File: src/rtl/core/bmhf_pkg.sv
// Shared types and constants for the binary majority hole fill block.
// Used by every file of the block but the input channel interface; depends on nothing.
`default_nettype none

package bmhf_pkg;

   localparam int MaxWidth = 4096;
   localparam int ColBits = $clog2(MaxWidth);
   localparam int RowBits = 16;
   localparam int WidthRegBits = 13;
   localparam int ThreshBits = 4;
   localparam int CsrIdxBits = 2;
   localparam int CsrDataBits = 16;
   localparam int CountBits = 4;

   typedef logic [ColBits-1:0] col_type;
   typedef logic [RowBits-1:0] row_type;
   typedef logic [ThreshBits-1:0] thresh_type;
   typedef logic [CsrIdxBits-1:0] csr_idx_type;
   typedef logic [CsrDataBits-1:0] csr_data_type;

   localparam csr_idx_type CSR_FRAME_WIDTH = 2'd0;
   localparam csr_idx_type CSR_FRAME_HEIGHT = 2'd1;
   localparam csr_idx_type CSR_MIN_TRUE = 2'd2;

   localparam col_type RST_WIDTH_M1 = col_type'(1023);
   localparam row_type RST_HEIGHT_M1 = row_type'(1023);
   localparam thresh_type RST_THRESH = thresh_type'(5);

   // One image column of the 3x3 window: rows r-1, r, r+1 relative to the result.
   typedef logic [2:0] triple_type;
   localparam int TRI_TOP = 0;
   localparam int TRI_MID = 1;
   localparam int TRI_BOT = 2;

   // Line store word: pixel of the row above and of the row two above.
   typedef logic [1:0] store_type;
   localparam int STORE_TOP = 0;
   localparam int STORE_MID = 1;

   typedef struct packed {
      logic first_row;
      logic last_row;
      logic first_col;
      logic last_col;
   } border_type;

   typedef struct packed {
      row_type    row;
      col_type    col;
      logic       last;
      border_type border;
   } out_pos_type;

endpackage

`default_nettype wire

File: src/rtl/core/bmhf_cell.sv
// One column cell of the 3x3 window; hands its column to the left neighbor.
// Depends on bmhf_pkg.
`default_nettype none

module bmhf_cell (
   input  wire logic                 clock,
   input  wire logic                 reset,
   input  wire logic                 shift_en,
   input  wire bmhf_pkg::triple_type triple_in,
   output      bmhf_pkg::triple_type triple_out
);

   bmhf_pkg::triple_type triple_ff;

   always_ff @(posedge clock) begin
      if (reset) begin
         triple_ff <= '0;
      end else if (shift_en) begin
         triple_ff <= triple_in;
      end
   end

   assign triple_out = triple_ff;

endmodule

`default_nettype wire

File: src/rtl/core/bmhf_window.sv
// 3x3 window built from a chain of three column cells, plus the fill decision.
// Depends on bmhf_pkg and bmhf_cell.
`default_nettype none

module bmhf_window (
   input  wire logic                 clock,
   input  wire logic                 reset,
   input  wire logic                 shift_en,
   input  wire bmhf_pkg::triple_type triple_in,
   input  wire bmhf_pkg::border_type border,
   input  wire bmhf_pkg::thresh_type min_true,
   output      logic                 fill_out
);

   bmhf_pkg::triple_type cells [3];
   bmhf_pkg::triple_type chain_in [3];
   bmhf_pkg::triple_type masked [3];
   logic [bmhf_pkg::CountBits-1:0] count;

   // Cell 2 takes the newest column; cell 0 holds the oldest (left) column.
   assign chain_in[2] = triple_in;
   assign chain_in[1] = cells[2];
   assign chain_in[0] = cells[1];

   for (genvar i = 0; i < 3; i++) begin : g_cell
      bmhf_cell u_cell (
         .clock      (clock),
         .reset      (reset),
         .shift_en   (shift_en),
         .triple_in  (chain_in[i]),
         .triple_out (cells[i])
      );
   end

   always_comb begin
      for (int i = 0; i < 3; i++) begin
         masked[i] = cells[i];
         if (border.first_row) begin
            masked[i][bmhf_pkg::TRI_TOP] = 1'b0;
         end
         if (border.last_row) begin
            masked[i][bmhf_pkg::TRI_BOT] = 1'b0;
         end
      end
      if (border.first_col) begin
         masked[0] = '0;
      end
      if (border.last_col) begin
         masked[2] = '0;
      end
   end

   always_comb begin
      count = '0;
      for (int i = 0; i < 3; i++) begin
         count = count + bmhf_pkg::CountBits'(masked[i][bmhf_pkg::TRI_TOP]);
         count = count + bmhf_pkg::CountBits'(masked[i][bmhf_pkg::TRI_BOT]);
      end
      count = count + bmhf_pkg::CountBits'(masked[0][bmhf_pkg::TRI_MID]);
      count = count + bmhf_pkg::CountBits'(masked[2][bmhf_pkg::TRI_MID]);
   end

   assign fill_out = cells[1][bmhf_pkg::TRI_MID] | (count >= min_true);

endmodule

`default_nettype wire

File: config.mk
export PLATFORM = sky130hd
export DESIGN_NAME = bmhf_window
export DESIGN_NICKNAME = d
export VERILOG_FILES = /design/src/rtl/core/bmhf_pkg.sv /design/src/rtl/core/bmhf_cell.sv /design/src/rtl/core/bmhf_window.sv
export SDC_FILE = /design/constraint.sdc
export NUM_CORES = 1
export LEC_CHECK = 0
export ABC_AREA = 0
export BUFFER_PORTS_ARGS = -buffer_cell sky130_fd_sc_hd__buf_4
export CAP_MARGIN = 10
export CORE_AREA = 2 2 39 41
export DETAILED_ROUTE_END_ITERATION = 10
export DIE_AREA = 0 0 41 43
export PLACE_DENSITY_LB_ADDON = 0.1
export SLEW_MARGIN = 10
export SYNTH_ARGS = -nofsm -noshare
export SYNTH_HDL_FRONTEND = slang
export SYNTH_SLANG_ARGS = --single-unit
File: constraint.sdc
create_clock -name clock -period 5.3 [get_ports clock]
set_input_delay 0.53 -clock clock [delete_from_list [all_inputs] [get_ports clock]]
set_output_delay 0.53 -clock clock [all_outputs]
set_load 0.01 [all_outputs]
After elaboration in Yosys (flattened, before gate mapping). Index checks and enable logic that the tools add are counted.

Multiplexer cells: 8. Bitwise gates (word level): 1. Order comparisons: 1. Add/subtract/negate cells: 7.

Operators with widths (count): 4-bit by 1-bit adder with 4-bit output (4); 1-bit two-way mux (6); 3-bit two-way mux (2); 3-bit by 1-bit adder with 4-bit output (1); 4-bit >= comparator (1); 2-bit by 1-bit adder with 3-bit output (1); 1-bit by 1-bit adder with 2-bit output (1); 1-bit OR (1).

Output and inout port bits: 1. Input port bits: 14. Bits in registers: 9.

Longest topological paths before layout. Gate-level depths: netlist of run 1.

Depth in word-level cells: 11. Gate-level depth with buffers: 13. Gate-level depth less buffers: 13.

Hierarchy. Synthesis of run 1 repeated with hierarchy kept, for this count alone.

Cells, all modules: 63. Area total of the unflattened synthesis: 606.8 um^2.

By module, submodules not included: bmhf_cell (instances 3, area an instance 101.3 um^2, cells an instance 9); bmhf_window (instances 1, area an instance 302.8 um^2, cells an instance 36).

Worst setup path before layout of run 1. OpenSTA, ideal clock, no wires.

Path type: input-to-output. Start point: input port border[3] (netlist bit). End point: output port fill_out. Setup slack: 0.994 ns. Cell stages on the path: 13. Buffers on the path: 0. Arrival: 3.776 ns. Cell sequence: nor3b_1 > fa_1 > inv_1 > fa_1 > inv_1 > fa_1 > ha_1 > fa_1 > xor2_1 > ha_1 > or2_1 > a211oi_1 > a21oi_1.

Cells in the longest elaborated chain, start to end: 11. Elaborated cells between the ends (all ways): 14.

RTL lines: start: declaration (line bmhf_window.sv:10) `input wire bmhf_pkg::border_type border,`; 1-bit two-way mux (line bmhf_window.sv:38) `if (border.first_row) begin`; 3-bit two-way mux (line bmhf_window.sv:45) `if (border.first_col) begin`; 1-bit by 1-bit adder with 2-bit output (line bmhf_window.sv:57) `count = count + bmhf_pkg::CountBits'(masked[i][bmhf_pkg::TRI_BOT]);`; 2-bit by 1-bit adder with 3-bit output (line bmhf_window.sv:56) `count = count + bmhf_pkg::CountBits'(masked[i][bmhf_pkg::TRI_TOP]);`; 3-bit by 1-bit adder with 4-bit output (line bmhf_window.sv:57); 4-bit by 1-bit adder with 4-bit output * (line bmhf_window.sv:56); 4-bit by 1-bit adder with 4-bit output * (line bmhf_window.sv:57); 4-bit by 1-bit adder with 4-bit output * (line bmhf_window.sv:59) `count = count + bmhf_pkg::CountBits'(masked[0][bmhf_pkg::TRI_MID]);`; 4-bit by 1-bit adder with 4-bit output * (line bmhf_window.sv:60) `count = count + bmhf_pkg::CountBits'(masked[2][bmhf_pkg::TRI_MID]);`; 4-bit >= comparator * (line bmhf_window.sv:63) `assign fill_out = cells[1][bmhf_pkg::TRI_MID] | (count >= min_true);`; 1-bit OR * (line bmhf_window.sv:63); end: declaration (line bmhf_window.sv:12) `output logic fill_out`.

Every way passes the cells marked *; elsewhere a longest branch is shown, timed or not.

Worst setup path in the final report of run 1.
Start point: register g_cell[2].u_cell.triple_ff[0]. End point: output port fill_out.

Cells in the longest elaborated chain, start to end: 8.

RTL lines: start: declaration (line bmhf_cell.sv:13) `bmhf_pkg::triple_type triple_ff;`; start signal: assignment (line bmhf_cell.sv:19) `triple_ff <= triple_in;`; 1-bit two-way mux (line bmhf_window.sv:38); 3-bit two-way mux (line bmhf_window.sv:48) `if (border.last_col) begin`; 4-bit by 1-bit adder with 4-bit output (line bmhf_window.sv:56); 4-bit by 1-bit adder with 4-bit output (line bmhf_window.sv:57); 4-bit by 1-bit adder with 4-bit output (line bmhf_window.sv:59); 4-bit by 1-bit adder with 4-bit output (line bmhf_window.sv:60); 4-bit >= comparator (line bmhf_window.sv:63); 1-bit OR (line bmhf_window.sv:63).

No other way between the ends.

==> results of run 1 <==
-- stage by stage --
step                      hold WS, ps  cell area [um2]  total power, uW  std cells
after floorplan                 451.7            618.1            88.09         65
after global placement          479.5            732.0            98.78         93
after detailed placement        486.7            732.0            99.91         93
after CTS                       498.8            758.2            152.5         97
after global routing            506.7            758.2            159.4         97
final                           503.2            758.2            148.9         97
-- worst min path at each step --
stage | slack [ps] | depth (start not counted) | endpoint
floorplan | 450 | 2 | g_cell[0].u_cell.triple_out[2]
global placement | 480 | 2 | g_cell[0].u_cell.triple_out[2]
detailed placement | 490 | 2 | g_cell[0].u_cell.triple_out[2]
CTS | 500 | 2 | g_cell[0].u_cell.triple_out[2]
global route | 510 | 2 | g_cell[2].u_cell.triple_out[2]
finish | 500 | 2 | g_cell[0].u_cell.triple_out[2]
-- worst max-delay path, stage by stage, from the launching register on --
cell and delay (ps):
dfxtp_1 320, nor3b_1 160, fa_1 530, inv_1 50
fa_1 540, inv_1 60, fa_1 490, ha_1 250
fa_1 440, xor2_1 160, ha_1 260, or2_1 220
a211oi_1 240, a21oi_1 60, buf_4 150
-- where the power goes --
| group | total [uW] | switching [uW] | internal (uW) | leakage [uW] |
|---|---|---|---|---|
| Combinational | 25.8 | 11.4 | 14.4 | 0.000316 |
| Sequential | 72.0 | 1.79 | 70.2 | 0.0000734 |
| Clock | 51.0 | 22.1 | 28.9 | 0.0000150 |
-- cell families (layout without fill, tap and decap cells) --
kind of cell,count (synthesis),in the layout,share of synthesized area
flip-flops,9,9,0.2915
AO/OA/AOI/OAI,4,4,0.03643
adder cells (fa/ha/maj),11,11,0.2713
multiplexers,9,9,0.1458
XOR/XNOR,1,1,0.01417
AND/OR/NAND/NOR,21,21,0.1741
buffers and inverters,10,26,0.06680
-- synthesized netlist by cell type --
cell type / number
a211oi_1: 1
a21oi_1: 2
buf_1: 1
buf_4: 1
dfxtp_1: 9
fa_1: 4
ha_1: 7
inv_1: 8
mux2i_1: 9
nand2_1: 1
nand2b_1: 1
nor2_1: 10
nor2b_1: 4
nor3b_1: 3
nor4_1: 1
o21ai_0: 1
or2_1: 1
xor2_1: 1
-- per-layer routing --
metal  track usage  vias to the layer above  routed length, um
met2        0.2219                       17                488
met4       0.02000                        0                  0
met1        0.1842                      210                474
met3       0.08377                        0                 93
li1              -                      245                  -
met5             0                        -                  0
-- area by class of cell --
class / count / area (um2)
fillers: 141 / 625.6
repair buffers: 14 / 105.1
multi-input cells: 46 / 396.6
clock buffers: 4 / 26.28
inverters: 8 / 30.03
flip-flops and latches: 9 / 180.2
well taps: 16 / 20.02
==> metrics.md, run 1 <==
| Metric | Value |
|---|---|
| Status | `finished clean` |
| Avg Cell Area, Syn | `around 9.5 um2` |
| Area growth syn-to-layout | `22.67%` |
| Seq/Total Area, Yosys | `0.2915` |
| Clk_skew | `2.041 ps` |
| Final slew viol count | `0` |
| # rows | `14` |
| Clock root buffer master | `clkbuf_4` |
| Hold WC Path Type | `flop to flop` |
| Die area | `1763 um2` |
| Post-CTS setup buffers | `0` |
| Top cells by area, synth | `dfxtp_1 29%, mux2i_1 15%, ha_1 14%` |
| Critical path endpoint category | `output pin` |
| Synth top area share | `0.2915` |
| Worst flop-to-flop path endpoint | `g_cell[2].u_cell.triple_out[0]` |
| Final #Nets | `107` |
| Area of the mapped netlist | `618.1 um2` |
| Total GRT Usage | `0.1476` |
| Ant diodes | `0` |
| Core Util, Final | `0.5479` |
| GPL Wtd Cong | `0.6777` |
| Starting density of the core | `0.4467` |
| Leakage power | `0.0004041 uW` |
| TritonCTS Buffers | `3` |
| Commonest non-fill, non-tap cells in the layout | `14 x buf_4, 10 x nor2_1, 9 x mux2i_1, 9 x dfxtp_1, 8 x inv_1` |
| Crit path from | `g_cell[2].u_cell.triple_out[0]` |
| First-pass iteration count of the detailed router | `4` |
| Post-CTS Resized | `0` |
| Reg clk slew, reported paths | `roughly 60 ps` |
| R2R setup slack | `4670 ps` |
| # setup viols final | `0` |
| Yosys top cell by area | `dfxtp_1` |
| Post-route ant nets | `0` |
| Tcrit/Tclk final | `0.8897` |
| Layout cells sized above 1 | `0.2099` |
| Core Footprint | `between 1000 and 1500 um2` |
| CTS Buffer Depth | `2` |
| Netlist cell types | `18` |
| PortBufs | `14` |
| Initial drt markers | `6` |
| I/O Pins | `15` |
| Max IR drop VDD | `approximately 0.00019 V` |
| Htree depth | `1` |
| Seq cells post-synth | `9` |
| Mapped Cells | `65` |
| Number of synthesis warnings | `0` |
| Largest net degree at the start of global routing | `10` |
| DRC viols | `0` |
| Synth Net Count | `90` |
| First-pass GRT wire length | `around 1800 um` |
| Pre-CTS setup slack | `571.3 ps` |
| Critical path required time | `4770 ps` |
| Total Negative Setup Slacks | `0 ps` |
| Peak fanout along the critical path | `3` |
| Worst r2r src | `g_cell[2].u_cell.triple_out[0]` |
| Startpoint types | `flop` |
| Die H | `43 um` |
| Leading cell type in the layout, fill and taps excluded | `buf_4` |
| Max cap viols | `0` |
| Max FFs per register | `9` |
| Vias | `472` |
| Hold Path Origin | `g_cell[0].u_cell.triple_out[2]` |
| Vias in the first global route | `464` |
| Post-CTS Hold Buffers | `0` |
| Routed vias/inst | `4.866` |
| Initial antenna violation count | `0` |
| Clock Latency Late Sink | `between 200 and 300 ps` |
| Gr ovfl total | `0` |
| Routed length per instance | `about 11 um` |
| Worst EP arrival | `4190 ps` |
| Clock sinks | `9` |
| Final hold vios | `0` |
| RSZ-0062 raised after global routing | `false` |
| Critical Path Sink | `fill_out` |
| Total Wirelength | `1057 um` |
| TritonCTS clock tree | `yes` |
| Reg2reg path depth | `2` |
| Worst-Margin Slew | `~330 ps` |
| Die width | `41 um` |
| Pwr dens | `196.3 nW/um2` |
| Setup CP Type | `flop to output pin` |
| Min Clock Period, post-route | `4715 ps` |
| Relative slew slack | `0.7800` |
| Post-DP HPWL | `between 900 and 1000 um` |
| Setup ws final | `584.8 ps` |
| Max frequency | `~210 MHz` |
Note: power is estimated with default switching activity, not from simulation.
==> run 2: changes to the inputs <==
--- a/config.mk
+++ b/config.mk
@@ -8,9 +8,9 @@
 export ABC_AREA = 0
 export BUFFER_PORTS_ARGS = -buffer_cell sky130_fd_sc_hd__buf_4
 export CAP_MARGIN = 10
-export CORE_AREA = 2 2 39 41
+export CORE_MARGIN = 2
+export CORE_UTILIZATION = 45
 export DETAILED_ROUTE_END_ITERATION = 10
-export DIE_AREA = 0 0 41 43
 export PLACE_DENSITY_LB_ADDON = 0.1
 export SLEW_MARGIN = 10
 export SYNTH_ARGS = -nofsm -noshare
==> constraint.sdc (replaced) <==
create_clock -name clock -period 4.1 [get_ports clock]
set_input_delay 0.205 -clock clock [delete_from_list [all_inputs] [get_ports clock]]
set_output_delay 0.205 -clock clock [all_outputs]
set_load 0.01 [all_outputs]
==> run 2 against run 1 <==
  * Sequential cell count is the same
  * Register-to-register slack lost 1300 ps
  * Sequential share of layout area shrank 0.72 points
  * Global-route usage grew 1.8 points
  * Sequential power grew 30%
  * Highest routed layer unchanged
  * Critical path type unchanged
==> metrics.md, run 2 (synthesized netlist as in run 1, its figures left out) <==
| Metric | Value |
|---|---|
| Status | `finished clean` |
| Vias in the first global route | `408` |
| Reg clk slew, reported paths | `~60 ps` |
| Clock root buffer master | `clkbuf_4` |
| Final hold vios | `0` |
| Routed length per instance | `10.99 um` |
| Max IR drop VDD | `between 0.0002 and 0.00025 V` |
| Htree depth | `1` |
| GPL Wtd Cong | `a little over 0.7` |
| Critical path required time | `3890 ps` |
| Critical path endpoint category | `output pin` |
| Tcrit/Tclk final | `0.9943` |
| Top Family by Delay on Critical Path | `adder cells` |
| Largest net degree at the start of global routing | `10` |
| Leading cell type in the layout, fill and taps excluded | `buf_4` |
| Total Wirelength | `1077 um` |
| Cells after DPL | `92` |
| Worst path slowest cell | `fa_1` |
| Peak fanout along the critical path | `2` |
| Layout cells sized above 1 | `0.3373` |
| Max frequency | `245.3 MHz` |
| Final slew viol count | `0` |
| I/O Pins | `15` |
| Max cap viols | `0` |
| Post-DP HPWL | `869.8 um` |
| Leakage power | `0.0004140 uW` |
| Crit path buffers/inverters | `3` |
| Clock Latency Late Sink | `~260 ps` |
| Max stage delay on crit path | `540 ps` |
| DRC viols | `0` |
| Post-route ant nets | `0` |
| Pwr dens | `248.7 nW/um2` |
| Routed vias/inst | `4.673` |
| Total GRT Usage | `0.1652` |
| Final #Nets | `109` |
| Ant diodes | `0` |
| Non-filler cells, final | `98` |
| Die area | `1686 um2` |
| TritonCTS Buffers | `3` |
| Startpoint types | `flop` |
| Die H | `between 40 and 50 um` |
| First-pass iteration count of the detailed router | `2` |
| Crit-path cells | `nor2b_4 > fa_1 > inv_2 > fa_1 > inv_1 > fa_1 > ha_2 > fa_2 > xor2_1 > ha_1 > or2_1 > a211oi_2 > a21oi_1 > buf_4` |
| Total power | `roughly 200 uW` |
| Hold WC Path Type | `input port to flop` |
| Max FFs per register | `9` |
| Initial drt markers | `6` |
| # setup viols final | `0` |
| Min Clock Period, post-route | `4077 ps` |
| Relative slew slack | `0.8545` |
| Vias | `458` |
| Total Negative Setup Slacks | `0 ps` |
| Post-CTS Hold Buffers | `0` |
| First-pass GRT wire length | `around 1700 um` |
| Worst EP arrival | `between 3000 and 4000 ps` |
| Area growth syn-to-layout | `29.15%` |
| Die width | `between 40 and 50 um` |
| Crit-path most repeated cell | `fa_1` |
| Core Footprint | `1285 um2` |
| Setup CP Type | `flop to output pin` |
| Clock sinks | `9` |
| Gr ovfl total | `0` |
| TritonCTS clock tree | `yes` |
| # rows | `13` |
| Starting density of the core | `0.4810` |
| RSZ-0062 raised after global routing | `true` |
| CTS Buffer Depth | `2` |
| PortBufs | `14` |
| Initial antenna violation count | `0` |
| Clk_skew | `0.3002 ps` |
| Worst-Margin Slew | `216.3 ps` |
| Commonest non-fill, non-tap cells in the layout | `16 x buf_4, 10 x nor2_1, 9 x mux2i_1` |
-- run 2: cell types whose count changed in the layout (fill, tap and decap cells not counted), sizes merged --
cell,before,now
buf,14,16
-- run 2: final timing paths --
| path | cells after the start | slack (ps) | endpoint | from |
|---|---|---|---|---|
| setup / recovery | 14 | 20 | fill_out | g_cell[1].u_cell.triple_out[0] |
| hold / removal | 2 | 170 | g_cell[2].u_cell.triple_out[1] | reset |
| setup reg to reg | 3 | 3380 | g_cell[1].u_cell.triple_out[1] | g_cell[2].u_cell.triple_out[1] |
| hold reg to reg | 2 | 500 | g_cell[1].u_cell.triple_out[0] | g_cell[2].u_cell.triple_out[0] |
-- run 2: stage by stage --
stage	util	instance area, um2	hold WS (ps)	setup WS [ps]
CTS	0.6212	798.3	161.8	1.785
floorplan	-	618.1	352.2	253.5
global placement	0.5686	730.7	440.0	38.01
global route	0.6212	798.3	166.0	-176.0
finish	0.6212	798.3	170.3	23.41
detailed placement	0.5686	730.7	446.1	5.920
-- run 2: layout make-up --
| type | instances | area (um2) |
|---|---|---|
| fillers | 121 | 486.7 |
| flip-flops and latches | 9 | 183.9 |
| well taps | 15 | 18.77 |
| inverters | 8 | 30.03 |
| clock buffers | 4 | 26.28 |
| multi-input cells | 46 | 419.2 |
| repair buffers | 16 | 120.1 |
-- run 2: repair_timing --
| action | in CTS | in global routing |
|---|---|---|
| buffers inserted | 2 | 0 |
| resized for setup | 10 | 0 |
| setup endpoints to repair | 1 | 1 |
| pin swaps | 5 | 0 |
-- run 2: worst reg2reg max path, cell delays in order, from the launching register on --
cell	delay, ps
dfxtp_2	320
buf_4	130
mux2i_1	120
nor2_1	50
-- run 2: power breakdown --
group	total, uW	switching, uW	internal (uW)
registers	93.4	2.33	91.0
clock network	68.5	31.0	37.5
logic	36.6	15.9	20.8
-- run 2: layer usage --
metal / wire length, um / global-route usage
met1: 488 / 0.2100
met2: 508 / 0.2539
met3: 79 / 0.09783
met4: 0 / 0
met5: 0 / 0
==> run 3: changes to the inputs <==
--- a/config.mk
+++ b/config.mk
@@ -12,6 +12,7 @@
 export CORE_UTILIZATION = 45
 export DETAILED_ROUTE_END_ITERATION = 10
 export PLACE_DENSITY_LB_ADDON = 0.1
+export SETUP_SLACK_MARGIN = 0.1
 export SLEW_MARGIN = 10
 export SYNTH_ARGS = -nofsm -noshare
 export SYNTH_HDL_FRONTEND = slang
==> run 3 against run 2 <==
  * Global-route usage shrank 0.23 points
  * Cell area is the same
  * Setup slack gained 38 ps
  * Die area is the same
  * Critical path type unchanged
  * Largest power group unchanged
==> metrics.md, run 3 (synthesized netlist as in run 1, its figures left out) <==
| Metric | Value |
|---|---|
| GPL Wtd Cong | `0.7076` |
| Total GRT Usage | `0.1629` |
| Final hold vios | `0` |
| Routed vias/inst | `4.694` |
| Pre-CTS setup slack | `5.920 ps` |
| Die H | `41.06 um` |
| Post-CTS Hold Buffers | `0` |
| Commonest non-fill, non-tap cells in the layout | `16 x buf_4, 10 x nor2_1, 9 x mux2i_1` |
| First-pass GRT wire length | `1697 um` |
| Clock sinks | `9` |
| Critical path required time | `about 4000 ps` |
| Initial drt markers | `6` |
| GR Util met2 | `0.2539` |
| PortBufs | `14` |
| RSZ-0062 raised after global routing | `true` |
| Starting density of the core | `0.4810` |
| # setup viols final | `0` |
| Pwr dens | `248.9 nW/um2` |
| Worst EP arrival | `3830 ps` |
| Total Wirelength | `1074 um` |
| First-pass iteration count of the detailed router | `2` |
| Hold WC Path Type | `input port to flop` |
| Final-layout fill cell count | `121` |
| Clock Latency Late Sink | `260 ps` |
| Clock root buffer master | `clkbuf_4` |
| Setup ws final | `61.12 ps` |
| Die width | `41.06 um` |
| Htree depth | `1` |
| Met1 GRT Util | `0.2033` |
| CTS Buffer Depth | `2` |
| Final slew viol count | `0` |
| Gr ovfl total | `0` |
| Busiest grt layer | `met2` |
| Startpoint types | `flop` |
| Reg clk slew, reported paths | `60 ps` |
| # rows | `13` |
| Leakage power | `roughly 0.0004 uW` |
| Core Footprint | `1285 um2` |
| Post-route ant nets | `0` |
| Vias | `460` |
| Min Clock Period, post-route | `between 4000 and 5000 ps` |
| Post-DP HPWL | `around 870 um` |
| Critical path endpoint category | `output pin` |
| Relative slew slack | `0.8545` |
| Largest net degree at the start of global routing | `10` |
| TritonCTS clock tree | `yes` |
| TritonCTS Buffers | `3` |
| Max IR drop VDD | `approximately 0.00023 V` |
| DRC viols | `0` |
| Max FFs per register | `9` |
| GR Util met3 | `0.09783` |
| Peak fanout along the critical path | `2` |
| I/O Pins | `15` |
| Ant diodes | `0` |
| Layout cells sized above 1 | `0.3494` |
| Setup CP Type | `flop to output pin` |
| Final #Nets | `109` |
| Worst-Margin Slew | `216.3 ps` |
| Total power | `between 150 and 200 uW` |
| Tcrit/Tclk final | `0.9851` |
| Max frequency | `247.6 MHz` |
| Max cap viols | `0` |
| Area growth syn-to-layout | `29.15%` |
| Vias in the first global route | `405` |
| Leading cell type in the layout, fill and taps excluded | `buf_4` |
| Initial antenna violation count | `0` |
| Status | `finished clean` |
| Clk_skew | `0.2375 ps` |
| Routed length per instance | `roughly 11 um` |
| Die area | `1686 um2` |
## run 3: cell counts in the layout (fill, tap and decap cells not counted)
Identical to the previous run, type by type.
## run 3: timing repair
action / 4_1_cts / 5_1_grt
resized for setup: 10 / 1
pin swaps: 7 / 0
setup endpoints to repair: 1 / 1
buffers inserted: 2 / 0
## run 3: metrics by stage
step / cells / TNS [ps] / util / hold slack (ps) / cell area (um2)
CTS: 98 / 0 / 0.6212 / 161.8 / 798.3
finish: 98 / 0 / 0.6212 / 170.2 / 798.3
floorplan: 65 / 0 / - / 352.2 / 618.1
global placement: 92 / 0 / 0.5686 / 440.0 / 730.7
global route: 98 / -113.2 / 0.6212 / 166.0 / 798.3
detailed placement: 92 / 0 / 0.5686 / 446.1 / 730.7
## run 3: area by class of cell
class	instances	area, um2	area share
Clock buffer	4	26.28	0.03292
Inverter	8	30.03	0.03762
Multi-Input combinational cell	46	419.2	0.5251
Sequential cell	9	183.9	0.2304
Tap cell	15	18.77	0.02351
Timing Repair Buffer	16	120.1	0.1505
## run 3: per-layer routing
| layer | vias up | wire length (um) |
|---|---|---|
| met3 | 0 | 79 |
| met5 | - | 0 |
| met2 | 13 | 505 |
| met4 | 0 | 0 |
| li1 | 248 | - |
| met1 | 199 | 488 |
## run 3: worst max-delay path, stage by stage (launching register included)
cell and delay (ps):
dfxtp_2 320, nor2b_4 120, fa_1 540, inv_2 40
fa_1 490, inv_2 40, fa_1 470, ha_2 210
fa_2 330, xor2_1 150, ha_1 280, or2_1 220
a211oi_2 170, a21oi_1 60, buf_4 150
## run 3: final timing paths
check,startpoint,cells past startpoint,endpoint,slack (ps)
worst max-delay path,g_cell[1].u_cell.triple_out[0],14,fill_out,60
worst min-delay path,reset,2,g_cell[2].u_cell.triple_out[1],170
worst max register to register,g_cell[2].u_cell.triple_out[1],3,g_cell[1].u_cell.triple_out[1],3380
worst min register to register,g_cell[2].u_cell.triple_out[0],2,g_cell[1].u_cell.triple_out[0],500
## run 3: where the power goes
part	total [uW]	internal, uW	switching [uW]
Clock	68.5	37.5	31.0
Sequential	93.4	91.0	2.33
Combinational	36.8	20.9	15.9
Total	199	149	49.2
